File: src/exl_pkg.sv
package exl_pkg;

  localparam logic [7:0] CharZero       = 8'h30;
  localparam logic [7:0] CharNine       = 8'h39;
  localparam logic [7:0] CharUnderscore = 8'h5f;
  localparam logic [7:0] CharEqual      = 8'h3d;
  localparam logic [7:0] CharBang       = 8'h21;
  localparam logic [7:0] CharLess       = 8'h3c;
  localparam logic [7:0] CharGreater    = 8'h3e;
  localparam logic [7:0] CharSpace      = 8'h20;
  localparam logic [7:0] CharTab        = 8'h09;
  localparam logic [7:0] CharCr         = 8'h0d;
  localparam logic [7:0] CharLf         = 8'h0a;
  localparam logic [7:0] CharPlus       = 8'h2b;
  localparam logic [7:0] CharMinus      = 8'h2d;
  localparam logic [7:0] CharStar       = 8'h2a;
  localparam logic [7:0] CharSlash      = 8'h2f;
  localparam logic [7:0] CharPercent    = 8'h25;
  localparam logic [7:0] CharLParen     = 8'h28;
  localparam logic [7:0] CharRParen     = 8'h29;
  localparam logic [7:0] CharComma      = 8'h2c;

  localparam int unsigned MaxResults = 3;
  localparam int unsigned CandCount  = 4;

  typedef enum logic [4:0] {
    TK_EOF     = 5'd0,
    TK_INT     = 5'd1,
    TK_IDENT   = 5'd2,
    TK_INVALID = 5'd3,
    TK_EQ      = 5'd4,
    TK_NEQ     = 5'd5,
    TK_LTE     = 5'd6,
    TK_GTE     = 5'd7,
    TK_PLUS    = 5'd8,
    TK_MINUS   = 5'd9,
    TK_MUL     = 5'd10,
    TK_DIV     = 5'd11,
    TK_MOD     = 5'd12,
    TK_LT      = 5'd13,
    TK_GT      = 5'd14,
    TK_LPAREN  = 5'd15,
    TK_RPAREN  = 5'd16,
    TK_COMMA   = 5'd17
  } token_kind_e;

  typedef enum logic [3:0] {
    PH_IDLE  = 4'b0001,
    PH_NUM   = 4'b0010,
    PH_IDENT = 4'b0100,
    PH_HELD  = 4'b1000
  } lex_phase_e;

  typedef enum logic [1:0] {
    HOP_EQUAL   = 2'd0,
    HOP_BANG    = 2'd1,
    HOP_LESS    = 2'd2,
    HOP_GREATER = 2'd3
  } held_op_e;

  typedef struct packed {
    logic [7:0] data_byte;
    logic       byte_present;
    logic       end_of_source;
  } in_item_t;

  typedef struct packed {
    token_kind_e        token_kind;
    logic signed [63:0] literal_value;
    logic [31:0]        start_position;
    logic [31:0]        name_length;
    logic               last_of_run;
  } out_item_t;

  typedef struct packed {
    logic [1:0]                 count;
    out_item_t [MaxResults-1:0] slots;
  } res_bundle_t;

  function automatic logic is_numeral(input logic [7:0] c);
    return (c >= CharZero) && (c <= CharNine);
  endfunction

  function automatic logic is_letter(input logic [7:0] c);
    return ((c >= 8'h61) && (c <= 8'h7a)) || ((c >= 8'h41) && (c <= 8'h5a));
  endfunction

  function automatic logic is_name_start(input logic [7:0] c);
    return is_letter(c) || (c == CharUnderscore);
  endfunction

  function automatic logic is_blank(input logic [7:0] c);
    return (c == CharSpace) || (c == CharTab) || (c == CharCr) || (c == CharLf);
  endfunction

  function automatic logic is_held_char(input logic [7:0] c);
    return (c == CharEqual) || (c == CharBang) || (c == CharLess) || (c == CharGreater);
  endfunction

  function automatic held_op_e held_code(input logic [7:0] c);
    held_op_e h;
    case (c)
      CharEqual:   h = HOP_EQUAL;
      CharBang:    h = HOP_BANG;
      CharLess:    h = HOP_LESS;
      default:     h = HOP_GREATER;
    endcase
    return h;
  endfunction

  function automatic token_kind_e single_kind(input logic [7:0] c);
    token_kind_e k;
    case (c)
      CharPlus:    k = TK_PLUS;
      CharMinus:   k = TK_MINUS;
      CharStar:    k = TK_MUL;
      CharSlash:   k = TK_DIV;
      CharPercent: k = TK_MOD;
      CharLParen:  k = TK_LPAREN;
      CharRParen:  k = TK_RPAREN;
      CharComma:   k = TK_COMMA;
      default:     k = TK_INVALID;
    endcase
    return k;
  endfunction

  function automatic token_kind_e held_flush_kind(input held_op_e h);
    token_kind_e k;
    case (h)
      HOP_LESS:    k = TK_LT;
      HOP_GREATER: k = TK_GT;
      default:     k = TK_INVALID;
    endcase
    return k;
  endfunction

  function automatic token_kind_e held_pair_kind(input held_op_e h);
    token_kind_e k;
    case (h)
      HOP_EQUAL:   k = TK_EQ;
      HOP_BANG:    k = TK_NEQ;
      HOP_LESS:    k = TK_LTE;
      default:     k = TK_GTE;
    endcase
    return k;
  endfunction

endpackage

File: src/exl_front.sv
module exl_front import exl_pkg::*; #(
  parameter int unsigned PositionBits = 32
) (
  input  logic        clk_i,
  input  logic        rst_ni,
  input  logic        accept_i,
  input  in_item_t    item_i,
  output res_bundle_t bundle_o,
  output logic        bundle_valid_o
);

  localparam logic [PositionBits-1:0] PosMax = {PositionBits{1'b1}};
  localparam logic [PositionBits-1:0] PosOne = {{(PositionBits-1){1'b0}}, 1'b1};

  lex_phase_e              phase_q, phase_d;
  held_op_e                held_q, held_d;
  logic [63:0]             acc_q, acc_d;
  logic [PositionBits-1:0] start_q, start_d;
  logic [PositionBits-1:0] pos_q, pos_d;

  function automatic logic [31:0] to32(input logic [PositionBits-1:0] v);
    logic [63:0] w;
    w = 64'(v);
    return w[31:0];
  endfunction

  function automatic out_item_t mk(input token_kind_e k, input logic [63:0] val,
                                   input logic [PositionBits-1:0] st,
                                   input logic [PositionBits-1:0] len);
    out_item_t r;
    r.token_kind     = k;
    r.literal_value  = val;
    r.start_position = to32(st);
    r.name_length    = to32(len);
    r.last_of_run    = 1'b0;
    return r;
  endfunction

  out_item_t [CandCount-1:0] cand;
  logic      [CandCount-1:0] cand_v;
  logic [7:0]                c;
  logic                      consumed;
  lex_phase_e                phase1;
  held_op_e                  held1;
  logic [63:0]               acc1;
  logic [63:0]               acc_next;
  logic [PositionBits-1:0]   start1;
  logic [PositionBits-1:0]   pos1;
  logic [1:0]                n;
  res_bundle_t               bundle;

  assign c        = item_i.data_byte;
  assign acc_next = (acc_q << 3) + (acc_q << 1) + 64'(c[3:0]);

  always_comb begin
    cand     = '0;
    cand_v   = '0;
    consumed = 1'b0;
    phase1   = phase_q;
    held1    = held_q;
    acc1     = acc_q;
    start1   = start_q;
    pos1     = pos_q;
    if (item_i.byte_present) begin
      case (phase_q)
        PH_NUM: begin
          if (is_numeral(c)) begin
            acc1     = acc_next;
            consumed = 1'b1;
          end else if (is_name_start(c)) begin
            cand[0]   = mk(TK_INVALID, '0, start_q, '0);
            cand_v[0] = 1'b1;
            phase1    = PH_IDLE;
          end else begin
            cand[0]   = mk(TK_INT, acc_q, start_q, '0);
            cand_v[0] = 1'b1;
            phase1    = PH_IDLE;
          end
        end
        PH_IDENT: begin
          if (is_name_start(c) || is_numeral(c)) begin
            consumed = 1'b1;
          end else begin
            cand[0]   = mk(TK_IDENT, '0, start_q, pos_q - start_q);
            cand_v[0] = 1'b1;
            phase1    = PH_IDLE;
          end
        end
        PH_HELD: begin
          if (c == CharEqual) begin
            cand[0]  = mk(held_pair_kind(held_q), '0, start_q, '0);
            consumed = 1'b1;
          end else begin
            cand[0] = mk(held_flush_kind(held_q), '0, start_q, '0);
          end
          cand_v[0] = 1'b1;
          phase1    = PH_IDLE;
        end
        default: begin
        end
      endcase
      if (!consumed && !is_blank(c)) begin
        if (is_numeral(c)) begin
          phase1 = PH_NUM;
          acc1   = 64'(c[3:0]);
          start1 = pos_q;
        end else if (is_name_start(c)) begin
          phase1 = PH_IDENT;
          start1 = pos_q;
        end else if (is_held_char(c)) begin
          phase1 = PH_HELD;
          held1  = held_code(c);
          start1 = pos_q;
        end else begin
          cand[1]   = mk(single_kind(c), '0, pos_q, '0);
          cand_v[1] = 1'b1;
        end
      end
      if (pos_q != PosMax) begin
        pos1 = pos_q + PosOne;
      end
    end

    phase_d = phase1;
    held_d  = held1;
    acc_d   = acc1;
    start_d = start1;
    pos_d   = pos1;
    if (item_i.end_of_source) begin
      case (phase1)
        PH_NUM: begin
          cand[2]   = mk(TK_INT, acc1, start1, '0);
          cand_v[2] = 1'b1;
        end
        PH_IDENT: begin
          cand[2]   = mk(TK_IDENT, '0, start1, pos1 - start1);
          cand_v[2] = 1'b1;
        end
        PH_HELD: begin
          cand[2]   = mk(held_flush_kind(held1), '0, start1, '0);
          cand_v[2] = 1'b1;
        end
        default: begin
        end
      endcase
      cand[3]   = mk(TK_EOF, '0, pos1, '0);
      cand_v[3] = 1'b1;
      phase_d   = PH_IDLE;
      held_d    = HOP_EQUAL;
      acc_d     = '0;
      start_d   = '0;
      pos_d     = '0;
    end
  end

  // pack the candidate results in order, oldest first
  always_comb begin
    bundle = '0;
    n      = '0;
    for (int i = 0; i < CandCount; i++) begin
      if (cand_v[i]) begin
        bundle.slots[n] = cand[i];
        n               = n + 2'd1;
      end
    end
    if (n != 2'd0) begin
      bundle.slots[n - 2'd1].last_of_run = 1'b1;
    end
    bundle.count = n;
  end

  assign bundle_o       = bundle;
  assign bundle_valid_o = (n != 2'd0);

  always_ff @(posedge clk_i or negedge rst_ni) begin
    if (!rst_ni) begin
      phase_q <= PH_IDLE;
      held_q  <= HOP_EQUAL;
      acc_q   <= '0;
      start_q <= '0;
      pos_q   <= '0;
    end else if (accept_i) begin
      phase_q <= phase_d;
      held_q  <= held_d;
      acc_q   <= acc_d;
      start_q <= start_d;
      pos_q   <= pos_d;
    end
  end

endmodule

File: src/exl_queue.sv
module exl_queue import exl_pkg::*; (
  input  logic        clk_i,
  input  logic        rst_ni,
  input  logic        push_i,
  input  res_bundle_t data_i,
  output logic        full_o,
  input  logic        pop_i,
  output logic        empty_o,
  output res_bundle_t data_o
);

  res_bundle_t [1:0] mem_q;
  logic              wr_ptr_q, wr_ptr_d;
  logic              rd_ptr_q, rd_ptr_d;
  logic [1:0]        cnt_q, cnt_d;
  logic              do_push, do_pop;

  assign full_o  = (cnt_q == 2'd2);
  assign empty_o = (cnt_q == 2'd0);
  assign data_o  = mem_q[rd_ptr_q];
  assign do_push = push_i && !full_o;
  assign do_pop  = pop_i && !empty_o;

  always_comb begin
    wr_ptr_d = do_push ? ~wr_ptr_q : wr_ptr_q;
    rd_ptr_d = do_pop ? ~rd_ptr_q : rd_ptr_q;
    cnt_d    = cnt_q;
    if (do_push && !do_pop) begin
      cnt_d = cnt_q + 2'd1;
    end else if (do_pop && !do_push) begin
      cnt_d = cnt_q - 2'd1;
    end
  end

  always_ff @(posedge clk_i) begin
    if (do_push) begin
      mem_q[wr_ptr_q] <= data_i;
    end
  end

  always_ff @(posedge clk_i or negedge rst_ni) begin
    if (!rst_ni) begin
      wr_ptr_q <= 1'b0;
      rd_ptr_q <= 1'b0;
      cnt_q    <= 2'd0;
    end else begin
      wr_ptr_q <= wr_ptr_d;
      rd_ptr_q <= rd_ptr_d;
      cnt_q    <= cnt_d;
    end
  end

endmodule

File: src/exl_back.sv
module exl_back import exl_pkg::*; (
  input  logic        clk_i,
  input  logic        rst_ni,
  input  res_bundle_t head_i,
  input  logic        head_empty_i,
  output logic        head_pop_o,
  output out_item_t   out_item_o,
  output logic        empty_o,
  input  logic        pop_i
);

  logic [1:0] idx_q, idx_d;
  logic       take;
  logic       at_last;

  assign empty_o    = head_empty_i;
  assign out_item_o = head_i.slots[idx_q];
  assign take       = pop_i && !head_empty_i;
  assign at_last    = ((idx_q + 2'd1) == head_i.count);
  assign head_pop_o = take && at_last;

  always_comb begin
    idx_d = idx_q;
    if (take) begin
      idx_d = at_last ? 2'd0 : idx_q + 2'd1;
    end
  end

  always_ff @(posedge clk_i or negedge rst_ni) begin
    if (!rst_ni) begin
      idx_q <= 2'd0;
    end else begin
      idx_q <= idx_d;
    end
  end

endmodule

File: src/expression_lexer_top.sv
// expression_lexer_top: streaming lexer for integer expressions
//
// input queue side: drive in_item_i and raise push_i; the item is taken at a
// clock edge where push_i is high and full_o is low. an item carries at most
// one source byte and an optional end-of-source mark.
// result queue side: while empty_o is low, out_item_o shows the oldest token;
// raise pop_i to take it. tokens caused by one item come out in order, the
// last of them with last_of_run set.
// a token shows once its bundle is registered and earlier tokens are taken.
// throughput: one item per cycle while each item gives at most one token and
// pop_i stays high; an item with more tokens holds the result side until all
// are taken. the limit is the single result port draining a two-entry queue of
// token bundles between the classifying front end and the output serializer.
// reset: lexer idle, byte position zero, bundle queue empty, full_o low.
// when the receiver stalls, the bundle queue fills and full_o rises; no token
// is lost and the lexer state stays frozen until room frees up.
module expression_lexer_top import exl_pkg::*; #(
  parameter int unsigned POSITION_BITS = 32
) (
  input  logic      clk_i,
  input  logic      rst_ni,
  input  logic      push_i,
  output logic      full_o,
  input  in_item_t  in_item_i,
  output logic      empty_o,
  input  logic      pop_i,
  output out_item_t out_item_o
);

  res_bundle_t fr_bundle;
  logic        fr_valid;
  logic        accept;
  res_bundle_t q_head;
  logic        q_empty;
  logic        q_pop;

  assign accept = push_i && !full_o;

  exl_front #(
    .PositionBits(POSITION_BITS)
  ) u_front (
    .clk_i         (clk_i),
    .rst_ni        (rst_ni),
    .accept_i      (accept),
    .item_i        (in_item_i),
    .bundle_o      (fr_bundle),
    .bundle_valid_o(fr_valid)
  );

  exl_queue u_queue (
    .clk_i  (clk_i),
    .rst_ni (rst_ni),
    .push_i (accept && fr_valid),
    .data_i (fr_bundle),
    .full_o (full_o),
    .pop_i  (q_pop),
    .empty_o(q_empty),
    .data_o (q_head)
  );

  exl_back u_back (
    .clk_i       (clk_i),
    .rst_ni      (rst_ni),
    .head_i      (q_head),
    .head_empty_i(q_empty),
    .head_pop_o  (q_pop),
    .out_item_o  (out_item_o),
    .empty_o     (empty_o),
    .pop_i       (pop_i)
  );

  a_bundle_count: assert property (@(posedge clk_i) disable iff (!rst_ni)
    (accept && fr_valid) |-> (fr_bundle.count == 2'd1 || fr_bundle.count == 2'd2 ||
                              fr_bundle.count == 2'd3))
    else $error("bundle with bad token count");

  a_eof_last: assert property (@(posedge clk_i) disable iff (!rst_ni)
    (!empty_o && out_item_o.token_kind == TK_EOF) |-> out_item_o.last_of_run)
    else $error("eof token not last of its run");

  a_literal_zero: assert property (@(posedge clk_i) disable iff (!rst_ni)
    (!empty_o && out_item_o.token_kind != TK_INT) |-> (out_item_o.literal_value == '0))
    else $error("non-literal token with nonzero value");

  a_eof_pops_head: assert property (@(posedge clk_i) disable iff (!rst_ni)
    (!empty_o && pop_i && out_item_o.token_kind == TK_EOF) |-> q_pop)
    else $error("eof taken without retiring its bundle");

endmodule

File: config.mk
export PLATFORM = sky130hd
export DESIGN_NAME = expression_lexer_top
export DESIGN_NICKNAME = d
export VERILOG_FILES = /design/src/exl_pkg.sv /design/src/exl_front.sv /design/src/exl_queue.sv /design/src/exl_back.sv /design/src/expression_lexer_top.sv
export SDC_FILE = /design/constraint.sdc
export NUM_CORES = 2
export LEC_CHECK = 0
export BUFFER_PORTS_ARGS = -buffer_cell sky130_fd_sc_hd__buf_4
export CORE_AREA = 2 2 367 369
export DETAILED_ROUTE_END_ITERATION = 7
export DIE_AREA = 0 0 369 371
export HOLD_SLACK_MARGIN = 0.1
export PLACE_DENSITY_LB_ADDON = 0.2
export SLEW_MARGIN = 30
export SYNTH_ARGS = -nofsm -noshare
export SYNTH_HDL_FRONTEND = slang
export SYNTH_HIERARCHICAL = 1
export SYNTH_SLANG_ARGS = --single-unit
export TNS_END_PERCENT = 50
File: constraint.sdc
create_clock -name clk_i -period 30 [get_ports clk_i]
set_input_delay 9 -clock clk_i [delete_from_list [all_inputs] [get_ports clk_i]]
set_output_delay 9 -clock clk_i [all_outputs]
set_load 0.05 [all_outputs]
Word-level counts from Yosys, hierarchy flattened
Index checks and enable logic that the tools add are counted.

storage, ports and cells
  bits in registers = 948

operators by class
  add/sub/neg operators = 12
  magnitude comparators = 18
  equality and inequality tests = 31
  muxes and demuxes = 93
  bitwise logic cells = 2
  reduce and logical (&&, ||, !) cells = 37

operator list
  operator                                       count
  bitwise mux 402 bit                            4
  two-way mux 402 bit                            4
  two-way mux 134 bit                            11
  two-way mux 404 bit                            3
  demux 134 bit (select 2 bit)                   4
  bitwise mux 808 bit                            1
  case mux 134 bit (3 select lines)              2
  demux 404 bit (select 1 bit)                   1
  two-way mux 64 bit                             6
  two-way mux 32 bit                             9
  binary-select mux 134 bit (select 2 bit)       1
  two-way mux 268 bit                            1
  two-way mux 131 bit                            2
  two-way mux 199 bit                            1
  == test 8 x 6 -> 1 bit, second input constant  13
  adder 64 x 4 -> 64 bit                         1
  adder 64 bit                                   1
  subtractor 32 bit                              2
  case mux 5 bit (8 select lines)                1
  adder 32 x 1 -> 32 bit, second input constant  1
  two-way mux 4 bit                              8
  != test 32 bit, second input constant          1
  two-way mux 2 bit                              14
  == test 8 x 4 -> 1 bit, second input constant  3
  31 further kinds                               98

Longest topological paths before layout
  depth in word-level cells = 27
  mapped depth = 25

Modules after synthesis
The synthesis kept the hierarchy.

by module, submodules not included
  module                instances  cells each  area each (sq um)  sequential area each (sq um)
  exl_queue             1          1276        29484.5            24363.4
  exl_front             1          2963        20524.7            3354.5
  exl_back              1          463         2909.0             50.0
  expression_lexer_top  1          2           15.0               0.0

Worst setup path after synthesis
No wires, ideal clock.

  path kind = input port to flip-flop
  start = input in_item_i[2] in the netlist's numbering
  end = register u_queue/mem_q[0] in the netlist's numbering, enable pin
  library setup time = 1.179 ns
  data arrival time = 29.153 ns
  required time = 28.821 ns
  path slack = -0.331 ns
  stages = 17
  path buffers = 4
  cell sequence = buf_2 nor2b_1 buf_2 a21oi_1 o311a_1 nand2_1 nor4_1 clkbuf_1 ha_1 clkbuf_1 xnor2_1 ha_1 a21o_1 nand2_1 and3b_1 nand2_1 nor2_1

between the ends
  longest elaborated chain between the ends = 22
  elaborated cells on any way between the ends = 67

RTL lines
  element                                                                                         line                               text
  start, declared                                                                                 expression_lexer_top.sv:24         input in_item_t in_item_i,
  >= comparator 8 x 7 -> 1 bit / less-or-equal comparator 8 x 7 -> 1 bit (equally long branches)  exl_pkg.sv:85                      return ((c >= 8'h61) && (c <= 8'h7a)) || ((c >= 8'h41) && (c <= 8'h5a));
  logical AND 1 bit                                                                               exl_pkg.sv:85
  logical OR 1 bit                                                                                exl_pkg.sv:85
  logical OR 1 bit                                                                                exl_pkg.sv:89                      return is_letter(c) || (c == CharUnderscore);
  logical OR 1 bit                                                                                exl_front.sv:81                    if (is_name_start(c) || is_numeral(c)) begin
  two-way mux 4 bit / two-way mux 1 bit (equally long branches)                                   exl_front.sv:81
  case mux 4 bit (3 select lines) / case mux 1 bit (3 select lines) (equally long branches)       exl_front.sv:65                    case (phase_q)
  two-way mux 4 bit / two-way mux 1 bit (equally long branches)                                   exl_front.sv:110, exl_front.sv:64
  (+7 left out)                                                                                   n/a
  two-way mux 2 bit                                                                               exl_front.sv:129                   if (item_i.end_of_source) begin
  two-way mux 2 bit (*)                                                                           exl_front.sv:161                   if (cand_v[i]) begin
  adder 2 x 1 -> 2 bit                                                                            exl_front.sv:163                   n = n + 2'd1;
  two-way mux 2 bit (*)                                                                           exl_front.sv:161
  nonzero test 2 bit (*)                                                                          exl_front.sv:173                   assign bundle_valid_o = (n != 2'd0);
  named net fr_valid                                                                              expression_lexer_top.sv:31         logic fr_valid;
  logical AND 1 bit (*)                                                                           expression_lexer_top.sv:53         .push_i (accept && fr_valid),
  logical AND 1 bit (*)                                                                           exl_queue.sv:21                    assign do_push = push_i && !full_o;
  end signal, assigned by index                                                                   exl_queue.sv:37                    mem_q[wr_ptr_q] <= data_i;
  end, declared                                                                                   exl_queue.sv:12                    res_bundle_t [1:0] mem_q;

Mark *: on every way through the listed nets, which the timed path passes. The rest lies on a longest branch. The select of a mux whose other input is x is not followed.
A chain may end at the register's enable or synchronous reset.

Final worst setup path
  start = input in_item_i[8] in the netlist's numbering
  end = register u_queue/mem_q[103] in the netlist's numbering, enable pin

The elaborated chain is that of the path after synthesis.

==> impl_results.md <==
* Register area share after synthesis at 52.46%
* Peak supply drop at 0.07225 mV
* Slew headroom at 28.96%
* PostCTS Resize Cnt at 0
* Final max-slew violation count at 0
* Fin nets at 4922
* Post-synthesis net count at 4912
* Top_reg_cell synth: edfxtp_1
* Min-delay src: u_queue/cnt_q[1]$_DFFE_PN0P_
* YS warnings at 6
* Cts hold-fix bufs at 0
* Row cnt at roughly 130
* Status: finished, final reports clean
* Number of synthesized flops with an enable pin at 808
* Worst path required time at between 30 and 40 ns
* TNS Setup at 0 ns
* Max clock buf depth at 3
* DR WL/cell at 23.82 um
* Post-CTS Setup Bufs at 0
* # DRC at 0
* Yosys reg bits at 948
* Max Cap Viol at 0
* Grt total ovfl at 0
* Final Hold Viols at 0
* Initial core utilization at about two fifths
* Setup crit start kind: input pin
* Post-DP HPWL at around 100000 um
* Clk_lat worst skew at 0.75 ns
* CTS Root Buffer Type: clkbuf_16
* Non-Filler Instances at 6577
* Seq pwr share at 32.9%
* Placed cells at 6373
* DR vias/cell at 5.762
* Number of port buffers at roughly 150
* Clock share of power at between 20% and 30%
* Routed via count at 37890
* Die Span X at 369 um
* Antenna violations before repair at 11
* Worst Path Max Fanout at 75
* Synth async-reset ratio at 14.77%
* Layout cells sized above 1 at between 15 and 20%
* Die ar. at 136900 um^2
* Comb power frac at 42.2%
* Die Height at approximately 370 um
* Crit share post-route at 49.77%
* Post-Route WL at 156700 um
* Synth Cell Area at 52930 um^2
* Routability cong. at 0.9128
* Max frequency at 0.06698 GHz
* Crit end category: flip-flop
* CTS H-Tree Depth at 3
* Finish-stage setup viols at 0
* Sw frac at 40.20%
* Sw Pwr at 2.144 mW
* Kind of critical path: input pin to flip-flop
* Yosys cell types at 103
* R2R Path Start: u_front/phase_q[3]$_DFFE_PN0P_
* Number of global-route vias before repair at about 37000
* RSZ-0062 raised after global routing: no
* Post-DRT Antenna Nets at 0
* Worst min path class: flip-flop to flip-flop
* DR pass1 iterations at 5
* Iter 0 DRT Violations at 3662
* Power Density at 90.43 nW/um^2
* Synthesized instance count at 4704
* First-pass GRT wire length at 235000 um
* Worst setup path startpoint: in_item_i[8]
* Reg clk slew, reported paths at approximately 0.060 ns
* Min Clock Period, post-route at 14.93 ns
* Clk_skew at 0.04463 ns
* Ports at 150
* Static Leak at between 20 and 25 nW
* Clock tree from TritonCTS: done
* Worst Tran Pin Value at 1.054 ns
* Pin count of the biggest net entering global routing at around 170
* Synth Area per Inst at approximately 11 um^2
* All-layer global routing usage at 22.48%
* WP data arrival at 15.27 ns
* Syn-to-layout area delta at 11.41%
* CORE AREA at 132800 um^2
* Pint at 3.189 mW
* Total CTS buffers at 104
* # clock sinks at 948
[sequential cells by signal (all words and copies together) (netlist names)]
signal	cells
u_front/acc_q	64
u_queue/wr_ptr_q	1
u_queue/cnt_q	2
u_front/pos_q	32
u_front/start_q	32
u_queue/rd_ptr_q	1
u_queue/mem_q	808
u_front/held_q	2
u_back/idx_q	2
u_front/phase_q	4
[final timing paths]
kind	end	slack, ns	depth (start not counted)
worst max register to register	u_queue/mem_q[103]$_DFFE_PP_	22.93	18
worst min-delay path	u_queue/cnt_q[1]$_DFFE_PN0P_	0.52	1
max in group asynchronous	u_front/acc_q[28]$_DFFE_PN0P_	19.79	3
worst min register to register	u_queue/cnt_q[1]$_DFFE_PN0P_	0.52	1
worst max-delay path	u_queue/mem_q[103]$_DFFE_PP_	15.07	18
min in group asynchronous	u_front/pos_q[13]$_DFFE_PN0P_	8.17	1
[layout make-up]
cell class / count / area [um^2]
Clock buffer: 134 / 2806
Fill cell: 12440 / 73810
Timing Repair Buffer: 220 / 1793
Tap cell: 1768 / 2212
Clock inverter: 63 / 754.5
Multi-Input combinational cell: 3357 / 23300
Sequential cell: 948 / 27780
Inverter: 83 / 312.8
Antenna cell: 4 / 10.01
[worst max-delay path: stages]
cell     delay, ns
buf_4         0.12
nor3b_1       0.60
and3_1        0.54
a21oi_1       0.08
o21a_2        0.21
buf_4         0.33
inv_1         0.24
ha_1          0.39
o211a_1       0.62
nor2_1        0.15
ha_1          0.32
a21o_1        0.22
nand2_1       0.13
and3b_1       0.19
nand2_1       0.13
nor2_4        0.36
buf_4         0.69
buf_4         0.79
[cell usage after synthesis, drive strengths merged (37+ instances only)]
master	n	area, um^2
edfxtp	808	24260
nor2	484	1817
nand2	440	1654
mux2	405	4561
o21ai	352	1765
a21oi	226	1135
clkbuf	198	744.5
ha	190	2377
mux2i	171	1728
dfrtp	139	3478
buf	118	895.9
xnor2	95	832.1
a21o	94	705.7
inv	81	304.0
nand3	80	410.4
xor2	71	621.9
o2bb2ai	69	604.3
o22ai	63	394.1
a31oi	57	362.8
nor3	57	290.3
a22oi	41	307.8
and3	37	231.5
[metrics by stage]
stage / hold slack [ns] / util [%] / setup slack, ns / power (mW) / area, um^2
after floorplan: 0.4726 / - / 6.529 / 3.464 / 52940
after CTS: 0.5139 / 44.34 / 15.28 / 5.381 / 58880
final: 0.5181 / 44.41 / 15.07 / 5.333 / 58970
after detailed placement: 0.5029 / 41.66 / 14.50 / 4.041 / 55320
after global placement: 0.4977 / 41.61 / 14.45 / 4.024 / 55250
after global routing: 0.5443 / 44.41 / 14.70 / 5.567 / 58970
[routing by layer]
| layer | up-vias | global-route usage (%) | routed length [um] |
|---|---|---|---|
| met5 | - | 0 | 62 |
| met4 | 10 | 5.165 | 2566 |
| met1 | 18970 | 34.56 | 76200 |
| li1 | 17560 | - | - |
| met3 | 166 | 3.931 | 10890 |
| met2 | 1190 | 32.66 | 66970 |
[power groups by stage]
| stage | Combinational [mW] | Sequential, mW | Clock (mW) |
|---|---|---|---|
| floorplan | 1.63 | 1.83 | 0 |
| global placement | 2.25 | 1.77 | 0 |
| detailed placement | 2.26 | 1.78 | 0 |
| CTS | 2.26 | 1.76 | 1.36 |
| global route | 2.38 | 1.77 | 1.41 |
| finish | 2.25 | 1.75 | 1.33 |
[cells in the final DEF, fill, tap and decap left out, types with 31 or more instances in the layout]
cell       instances
a31oi_1           56
inv_1             79
mux2_2           405
nor2_1           481
edfxtp_1         808
a21o_1            94
o2bb2ai_1         69
a21oi_1          224
nand4_1           31
and3_1            36
nor3_1            56
buf_4            209
o21ai_1          128
nand3_1           76
o22ai_1           63
xnor2_1           95
o21ai_0          223
xor2_1            71
dfrtp_1          136
nand2_1          435
ha_1             190
mux2i_1          169
a22oi_1           41
clkbuf_16        105
[logic make-up after synthesis]
family	Yosys count	synth area share, %
muxes	576	11.88
DFF	948	52.46
other	1	0.007084
buffers and inverters	399	3.687
xor gates and xnor gates	166	2.747
and+or+nand+nor	1281	10.69
AOI/OAI and AO/OA	1138	13.87
adders and majority gates	195	4.661
Power figures use the tool's default switching activity.
